## src/sv/rau_pkg.sv

```systemverilog
package rau_pkg;
   localparam logic [1:0] OP_ADD = 2'd0;
   localparam logic [1:0] OP_SUB = 2'd1;
   localparam logic [1:0] OP_MUL = 2'd2;
   localparam logic [1:0] OP_DIV = 2'd3;

   localparam logic [1:0] ST_OK   = 2'd0;
   localparam logic [1:0] ST_ZERO = 2'd1;
   localparam logic [1:0] ST_OVF  = 2'd2;

   localparam logic [63:0] MAX_PART = 64'd2147483647;

   typedef struct packed {
      logic [1:0]  operation;
      logic signed [31:0] left_numerator;
      logic signed [31:0] left_denominator;
      logic signed [31:0] right_numerator;
      logic signed [31:0] right_denominator;
   } req_word_type;

   typedef struct packed {
      logic signed [31:0] result_numerator;
      logic [30:0] result_denominator;
      logic [1:0]  status;
   } rsp_word_type;

   // controller -> datapath
   typedef struct packed {
      logic load;      // capture request word
      logic mul1;      // first cross products
      logic mul2;      // third product, combine
      logic gcd_start;
      logic div_start; // divide both parts by gcd
      logic finish;    // build response word
   } cmd_type;

   // datapath -> controller
   typedef struct packed {
      logic bad_input;
      logic zero_num;
      logic gcd_done;
      logic div_done;
   } sts_type;
endpackage

```

## src/sv/rau_ctrl.sv

```systemverilog
module rau_ctrl
   import rau_pkg::*;
(
   input  logic    clock,
   input  logic    reset,
   input  logic    req_valid,
   output logic    req_ready,
   output logic    rsp_valid,
   input  logic    rsp_ready,
   input  sts_type sts,
   output cmd_type cmd
);
   localparam logic [2:0] S_IDLE  = 3'd0;
   localparam logic [2:0] S_MUL1  = 3'd1;
   localparam logic [2:0] S_MUL2  = 3'd2;
   localparam logic [2:0] S_GCD   = 3'd3;
   localparam logic [2:0] S_DIV   = 3'd4;
   localparam logic [2:0] S_OUT   = 3'd5;
   localparam logic [2:0] S_DWAIT = 3'd6;

   logic [2:0] state_ff, state_in;
   logic       valid_ff, valid_in;
   logic       fin;

   assign rsp_valid = valid_ff;
   assign req_ready = (state_ff == S_IDLE) && (!valid_ff || rsp_ready);

   always_comb begin
      state_in = state_ff;
      cmd = '0;
      fin = 1'b0;
      unique case (state_ff)
         S_IDLE: begin
            if (req_valid && req_ready) begin
               cmd.load = 1'b1;
               state_in = S_MUL1;
            end
         end
         S_MUL1: begin
            cmd.mul1 = 1'b1;
            state_in = S_MUL2;
         end
         S_MUL2: begin
            cmd.mul2 = 1'b1;
            state_in = S_OUT;
            if (!sts.bad_input) begin
               state_in = S_GCD;
            end
         end
         S_GCD: begin
            if (sts.zero_num) begin
               state_in = S_OUT;
            end else begin
               cmd.gcd_start = 1'b1;
               state_in = S_DIV;
            end
         end
         S_DIV: begin
            // gcd_start launched the gcd; wait, then divide
            if (sts.gcd_done) begin
               cmd.div_start = 1'b1;
               state_in = S_DWAIT;
            end
         end
         S_DWAIT: begin
            if (sts.div_done) begin
               state_in = S_OUT;
            end
         end
         S_OUT: begin
            if (!valid_ff || rsp_ready) begin
               cmd.finish = 1'b1;
               fin = 1'b1;
               state_in = S_IDLE;
            end
         end
         default: state_in = S_IDLE;
      endcase
   end

   always_comb begin
      valid_in = valid_ff;
      if (rsp_ready) valid_in = 1'b0;
      if (fin) valid_in = 1'b1;
   end

   always_ff @(posedge clock) begin
      if (reset) begin
         state_ff <= S_IDLE;
         valid_ff <= 1'b0;
      end else begin
         state_ff <= state_in;
         valid_ff <= valid_in;
      end
   end
endmodule

```

## config.mk

```make
export PLATFORM = sky130hd
export DESIGN_NAME = rau_ctrl
export DESIGN_NICKNAME = d
export VERILOG_FILES = /design/src/sv/rau_pkg.sv /design/src/sv/rau_ctrl.sv
export SDC_FILE = /design/constraint.sdc
export NUM_CORES = 1
export LEC_CHECK = 0
export BUFFER_PORTS_ARGS = -buffer_cell sky130_fd_sc_hd__buf_2
export CELL_PAD_IN_SITES_DETAIL_PLACEMENT = 1
export CELL_PAD_IN_SITES_GLOBAL_PLACEMENT = 2
export CORE_AREA = 2 2 42 44
export CTS_CLUSTER_DIAMETER = 150
export DETAILED_ROUTE_END_ITERATION = 10
export DIE_AREA = 0 0 44 46
export PLACE_DENSITY_LB_ADDON = 0.1
export SYNTH_ARGS = -nofsm -noshare
export SYNTH_HDL_FRONTEND = slang
export SYNTH_SLANG_ARGS = --single-unit
export TNS_END_PERCENT = 30
```

## constraint.sdc

```tcl
create_clock -name clock -period 1.4 [get_ports clock]
set_input_delay 0.42 -clock clock [delete_from_list [all_inputs] [get_ports clock]]
set_output_delay 0.42 -clock clock [all_outputs]
set_load 0.01 [all_outputs]
```

Word-level counts from Yosys, hierarchy flattened. Cells that the tools add are included.

Register bits: 4. Word-level logic and storage cells: 38.

Eq/ne operators: 10. Mux-type cells: 19. Reduce and logical (&&, ||, !) cells: 7.

Operators by type and width (number): case mux 3 bit (7 select lines) (1); 2-to-1 mux 3 bit (5); 2-to-1 mux 1 bit (13); == test 3 bit (second input constant) (3); == test 3 x 2 -> 1 bit (second input constant) (2); inequality test 2 bit (second input constant) (3); AND reduction 4 bit (1); == test 3 x 1 -> 1 bit (second input constant) (1); zero test 3 bit (1); logical AND 1 bit (2); inequality test 2 x 1 -> 1 bit (second input constant) (1); nonzero test 2 bit (1); zero test 1 bit (1); logical OR 1 bit (1).

Longest topological paths before layout. Gate-level depths: netlist of the first run.

Word-level depth: 6. Mapped depth: 5.

Worst setup path after synthesis of the first run. No wires, ideal clock.

Kind: reg2out. From: register state_ff[2]. To: output cmd[5] (netlist bit). Arrival: 976 ps. Data required time: 980 ps. Path slack: 4 ps. Cell stages (with the launch flop): 4. Buffers on the path: 1. Cell sequence: dfxtp_1 -> buf_6 -> or3_1 -> nor2_1.

RTL lines: start: declaration (RTL line rau_ctrl.sv:21) `logic [2:0] state_ff, state_in;`; start signal: assignment (RTL line rau_ctrl.sv:92) `state_ff <= state_in;`; end: declaration (RTL line rau_ctrl.sv:11) `output cmd_type cmd`.

==> results of run 1 <==
==> cell usage after synthesis <==
cell	n
a221oi_1	1
a2111oi_0	1
and3b_1	1
and2b_1	1
nor3_1	1
nor2b_1	1
a31oi_1	1
nor2b_4	1
o21a_1	1
o2bb2ai_2	1
dfxtp_1	4
nor3b_1	1
nor4_1	1
inv_1	1
nand2_1	3
buf_6	1
buf_2	1
or3_1	1
and2b_4	1
a21oi_1	4
a211oi_1	1
nand2b_1	2
buf_4	2
nor2_1	9
==> what timing repair did <==
action	4_1_cts	5_1_grt
pin swaps	2	0
endpoints found under the setup margin	7	8
buffers inserted	0	1
resized for setup	3	6
==> routing by layer <==
metal	GRT usage, %	vias up	wire length (um)
met5	0	-	0
met3	1.59	2	68
met1	11.1	166	389
met2	15.9	13	463
met4	9.09	0	11
li1	-	183	-
==> power by group through the flow <==
| stage | sequential (mW) | combinational, mW | clock [mW] |
|---|---|---|---|
| 4_1_cts | 0.158 | 0.345 | 0.147 |
| 6_report | 0.158 | 0.371 | 0.146 |
| 3_5_place_dp | 0.155 | 0.332 | 0 |
| 5_1_grt | 0.161 | 0.411 | 0.159 |
| 3_3_place_gp | 0.154 | 0.325 | 0 |
| 2_1_floorplan | 0.151 | 0.232 | 0 |
==> logic make-up after synthesis <==
logic type | Yosys count | synth area share [%]
AO/OA/AOI/OAI | 10 | 23.2
buffers and inverters | 5 | 11.0
flip-flops | 4 | 25.2
AND/OR/NAND/NOR | 23 | 40.6
==> registers in the layout, indices dropped and copies added, names as in the netlist <==
name / count
state_ff: 3
rsp_valid: 1
==> path summary, 6_finish.rpt <==
path,endpoint,slack (ps)
worst max-delay path,cmd[5],-180
worst min register to register,rsp_valid,540
worst min-delay path,state_ff[2],400
worst max register to register,state_ff[0],170
==> placed cells by master (no fill, tap or decap), types with 2 or more instances in the layout <==
cell	instances
clkbuf_4	3
dfxtp_2	3
nor2_1	7
a21oi_1	4
buf_4	5
buf_2	15
nor2_2	2
nand2_1	3
==> stage by stage <==
| step | setup slack (ps) | area, sq um | hold slack, ps | power (mW) |
|---|---|---|---|---|
| floorplan | 4.11 | 318 | 489 | 0.383 |
| global placement | 21.6 | 413 | 522 | 0.478 |
| detailed placement | 7.36 | 413 | 531 | 0.487 |
| CTS | -198 | 443 | 392 | 0.650 |
| global route | -224 | 470 | 416 | 0.731 |
| finish | -178 | 470 | 399 | 0.675 |
==> cell type report <==
cell class,instances,area [sq um]
Tap cell,17,21.3
Clock buffer,3,22.5
Multi-Input combinational cell,33,226
Fill cell,209,1140
Timing Repair Buffer,20,113
Sequential cell,4,83.8
Inverter,1,3.75
==> impl_metrics.py, run 1 <==
metrics = {
    "outcome": {
        "status": "complete, but fails checks",
        "violations": "setup timing",
    },
    "critical_path": {
        "required_ps": 980,
        "critPathLaunch": "state_ff[0]",
        "crit_family": "simple AND/OR/NAND/NOR gates",
        "crit_type": "register to primary output",
        "crit_cells": 3,
        "crit_slowest_cell": "or3_4",
        "cp_cell_sequence": "or3_4 -> nor2_2 -> buf_2",
        "slowest_delay_ps": 400,
        "critPathCaptureType": "primary output",
        "cp-start-kind": "register",
        "path_buf_inv": 1,
        "critical_path.max_fanout": 3,
        "rr_worst_depth": 4,
        "r2r_start": "state_ff[1]",
        "arrival_ps": 1160,
    },
    "sta": {
        "setup_violations": 7,
        "fin_tns_setup_ps": -868,
        "rsz0062_at_grt": "true",
        "finClkSkew_ps": 0.516,
        "fmax_mhz": 634,
        "tightest_slew_ps": 428,
        "period_share_pct": 113,
        "fin_ws_ps": -178,
        "max_slew_margin_pct": 71.4,
        "slew_violations": 0,
        "fin_crit_ps": 1580,
        "final_hold_viol_count": 0,
    },
    "yosys": {
        "ys_top_cells_by_area": "dfxtp_1 25%, nor2_1 11%, a21oi_1 6.3%",
        "ys_warn_count": 0,
        "synth_top_area_share_pct": 25.2,
        "avgSynthCellArea_sq_um": 7.57,
        "synth_nets": 50,
        "synth-seq-area-share_pct": 25.2,
        "yosys.area.top_type": "dfxtp_1",
        "netlist_area_sq_um": 318,
        "ys_ff_latch": 4,
        "synthDistinctLibCells": 24,
        "synth_cells": 42,
    },
    "power": {
        "powerDensity_nw_per_um2": 1440,
        "seqPwrFrac_pct": 23.4,
        "irDropWorstVdd_mv": 0.283,
        "comb_power_share_pct": 55.0,
        "power_frac_clock_pct": 21.6,
        "intPower_mw": 0.419,
        "p_leak_nw": 0.228,
        "power_switching_mw": 0.257,
        "switching_share_pct": 38.0,
    },
    "die": {
        "dieArea_sq_um": 2020,
        "row_count": 15,
        "start_util_pct": 19.7,
        "die_x_um": 44,
        "die_h_um": 46,
        "io-pin-count": 16,
        "core_sq_um": 1610,
    },
    "cts": {
        "path_clk_slew_ps": 40,
        "cts_tree": "done",
        "cts_hold_buf": 0,
        "insertion_delay_ps": 240,
        "cts.sink_count": 4,
        "htree_levels": 1,
        "cts_root_buffer": "clkbuf_4",
        "clockBufferDepth": 2,
        "numCtsBuffers": 3,
    },
    "job": {
        "maxCapViolations": 0,
    },
    "place": {
        "placed_cells_incl_taps": 74,
        "gp_congestion": 0.696,
        "dp_hpwl_um": 744,
        "io_buffer_count": 15,
    },
    "worst_hold_path": {
        "holdCritStartpoint": "reset",
        "holdPathStages": 2,
        "hp-class": "primary input to register",
    },
    "cells_and_area": {
        "num_antenna_cells": 0,
        "drive_gt1_share_pct": 55.7,
        "stdcell_count": 78,
        "final_core_utilization_pct": 29.1,
        "syn_to_final_growth_pct": 48.0,
        "nNetsFinal": 71,
    },
    "routing": {
        "first_iter_violations": 1,
        "drc": 0,
        "avgViaCountPerCell": 4.67,
        "ant_nets": 0,
        "vias": 364,
        "finalWirelength_um": 932,
        "dr.pass1.iters": 2,
        "wl_per_cell_um": 11.9,
    },
    "global_route": {
        "grt_pass1_wl_mm": 1.41,
        "antenna_found_initial": 0,
        "grt_start_max_net_pins": 13,
        "track_usage_pct": 9.86,
        "grt_overflow_total": 0,
        "grt_pass1_vias": 354,
    },
}
(Power assumes the default switching activity.)
==> run 2, diff against run 1 <==
BUFFER_PORTS_ARGS = default   (was -buffer_cell sky130_fd_sc_hd__buf_2)
CORE_AREA = 2 2 39 41   (was 2 2 42 44)
DIE_AREA = 0 0 41 43   (was 0 0 44 46)
DONT_BUFFER_PORTS = 1   (was default)
PLACE_DENSITY = 0.59   (was default)
PLACE_DENSITY_LB_ADDON = default   (was 0.1)
clock period = 1.6 ns   (was 1.4 ns; I/O delays follow)
==> impl_metrics.py, run 2 (same netlist as run 1, synthesis figures left out) <==
metrics = {
    "outcome": {
        "status": "finished clean",
    },
    "sta": {
        "rsz0062_at_grt": "true",
        "final_hold_viol_count": 0,
        "fin_crit_ps": 1580,
        "max_slew_margin_pct": 68.5,
        "fin_ws_ps": 23.0,
        "fmax_mhz": 634,
        "finClkSkew_ps": 3.94,
        "setup_violations": 0,
        "period_share_pct": 98.6,
        "fin_hold_ws_ps": 309,
        "tightest_slew_ps": 460,
        "slew_violations": 0,
    },
    "critical_path": {
        "critPathCaptureType": "primary output",
        "cp-start-kind": "register",
        "r2r-end": "state_ff[0]",
        "r2r_start": "state_ff[1]",
        "rrSetupSlack_ps": 320,
        "crit_end": "cmd[5]",
        "critical_path.max_fanout": 3,
        "crit_type": "register to primary output",
        "crit_slowest_cell": "or3_4",
        "slowest_delay_ps": 430,
        "critPathLaunch": "state_ff[0]",
        "required_ps": 1120,
        "rr_worst_depth": 4,
        "cp_cell_sequence": "or3_4 -> nor2_4",
        "arrival_ps": 1100,
    },
    "die": {
        "io-pin-count": 16,
        "dieArea_sq_um": 1760,
        "row_count": 14,
        "core_sq_um": 1380,
        "die_h_um": 43,
        "die_x_um": 41,
        "start_util_pct": 23.0,
    },
    "cts": {
        "cts_setup_buffers": 0,
        "cts_tree": "done",
        "path_clk_slew_ps": 40,
        "numCtsBuffers": 3,
        "insertion_delay_ps": 240,
        "htree_levels": 1,
        "clockBufferDepth": 2,
        "cts_root_buffer": "clkbuf_4",
        "cts.sink_count": 4,
    },
    "cells_and_area": {
        "final_common_cell": "nor2_1",
        "fillCellCount": 173,
        "design_area_sq_um": 394,
        "nNetsFinal": 55,
        "regArea_sq_um": 81.3,
        "top_register": "state_ff",
        "stdcell_count": 61,
        "layout_common_cells": "5 x nor2_1, 4 x a21oi_1, 3 x nand2_1, 3 x clkbuf_4, 3 x dfxtp_1",
        "num_antenna_cells": 0,
        "final_core_utilization_pct": 28.5,
        "syn_to_final_growth_pct": 24.0,
        "largest_reg_flops": 3,
        "drive_gt1_share_pct": 37.8,
        "multi_input_area_sq_um": 229,
    },
    "routing": {
        "drc": 0,
        "finalWirelength_um": 812,
        "ant_nets": 0,
        "dr.pass1.iters": 2,
        "avgViaCountPerCell": 5.07,
        "first_iter_violations": 1,
        "wl_per_cell_um": 13.3,
        "vias": 309,
    },
    "place": {
        "gp_congestion": 0.705,
        "dp_hpwl_um": 677,
        "io_buffer_count": 0,
        "placed_cells_incl_taps": 58,
        "dp_slack_ps": 169,
        "place_area_sq_um": 337,
    },
    "power": {
        "p_leak_nw": 0.151,
        "powerDensity_nw_per_um2": 1400,
        "irDropWorstVdd_mv": 0.236,
    },
    "worst_hold_path": {
        "hp-class": "primary input to register",
    },
    "global_route": {
        "grt_pass1_wl_mm": 1.23,
        "grt_pass1_vias": 284,
        "antenna_found_initial": 0,
        "grt_overflow_total": 0,
        "track_usage_pct": 10.2,
        "grt_start_max_net_pins": 13,
    },
    "job": {
        "maxCapViolations": 0,
    },
}
-- run 2: changes by cell type in the layout (fill, tap and decap cells not counted), sizes merged --
cell | before | now
buf | 20 | 4
-- run 2: report_power, final --
group          total [mW]  internal [mW]  switching, mW
clock               0.124         0.0838         0.0404
sequential          0.139          0.121         0.0174
combinational       0.289          0.135          0.153
total               0.552          0.340          0.211
-- run 2: what timing repair did --
action,in CTS,in global routing
endpoints found under the setup margin,4,7
hold buffers,0,0
pin swaps,2,0
cloned,0,0
resized for setup,7,4
-- run 2: worst min path at each step --
stage                        endpoint  slack, ps       from  depth (start not counted)
after CTS                 state_ff[2]        300      reset                          1
final                     state_ff[2]        310      reset                          1
after floorplan             rsp_valid        540  rsp_valid                          2
after global placement      rsp_valid        550      reset                          1
after detailed placement    rsp_valid        550      reset                          1
after global routing      state_ff[2]        300      reset                          1
-- run 2: area by class of cell --
| type | count | share of cell area (%) |
|---|---|---|
| multi-input cells | 33 | 58.1 |
| repair buffers | 4 | 9.52 |
| inverters | 1 | 0.952 |
| well taps | 16 | 5.08 |
| flip-flops and latches | 4 | 20.6 |
| clock buffers | 3 | 5.71 |
-- run 2: worst max-delay path: cells and delay by family (launching register included) --
family | cells | cell delay [ps]
flops | 1 | 310
simple gates | 2 | 550
-- run 2: routing by layer --
layer  wire, um  GRT usage, %  vias up
met5          0             0        -
met3         67          2.09        2
met4         20          6.00        0
met2        400          15.6       13
li1           -             -      155
met1        324          12.5      139
-- run 2: through the flow --
| step | power (mW) | TNS, ps |
|---|---|---|
| after floorplan | 0.335 | 0 |
| after global placement | 0.382 | 0 |
| after detailed placement | 0.388 | 0 |
| after CTS | 0.542 | 0 |
| after global routing | 0.604 | -169 |
| final | 0.552 | 0 |
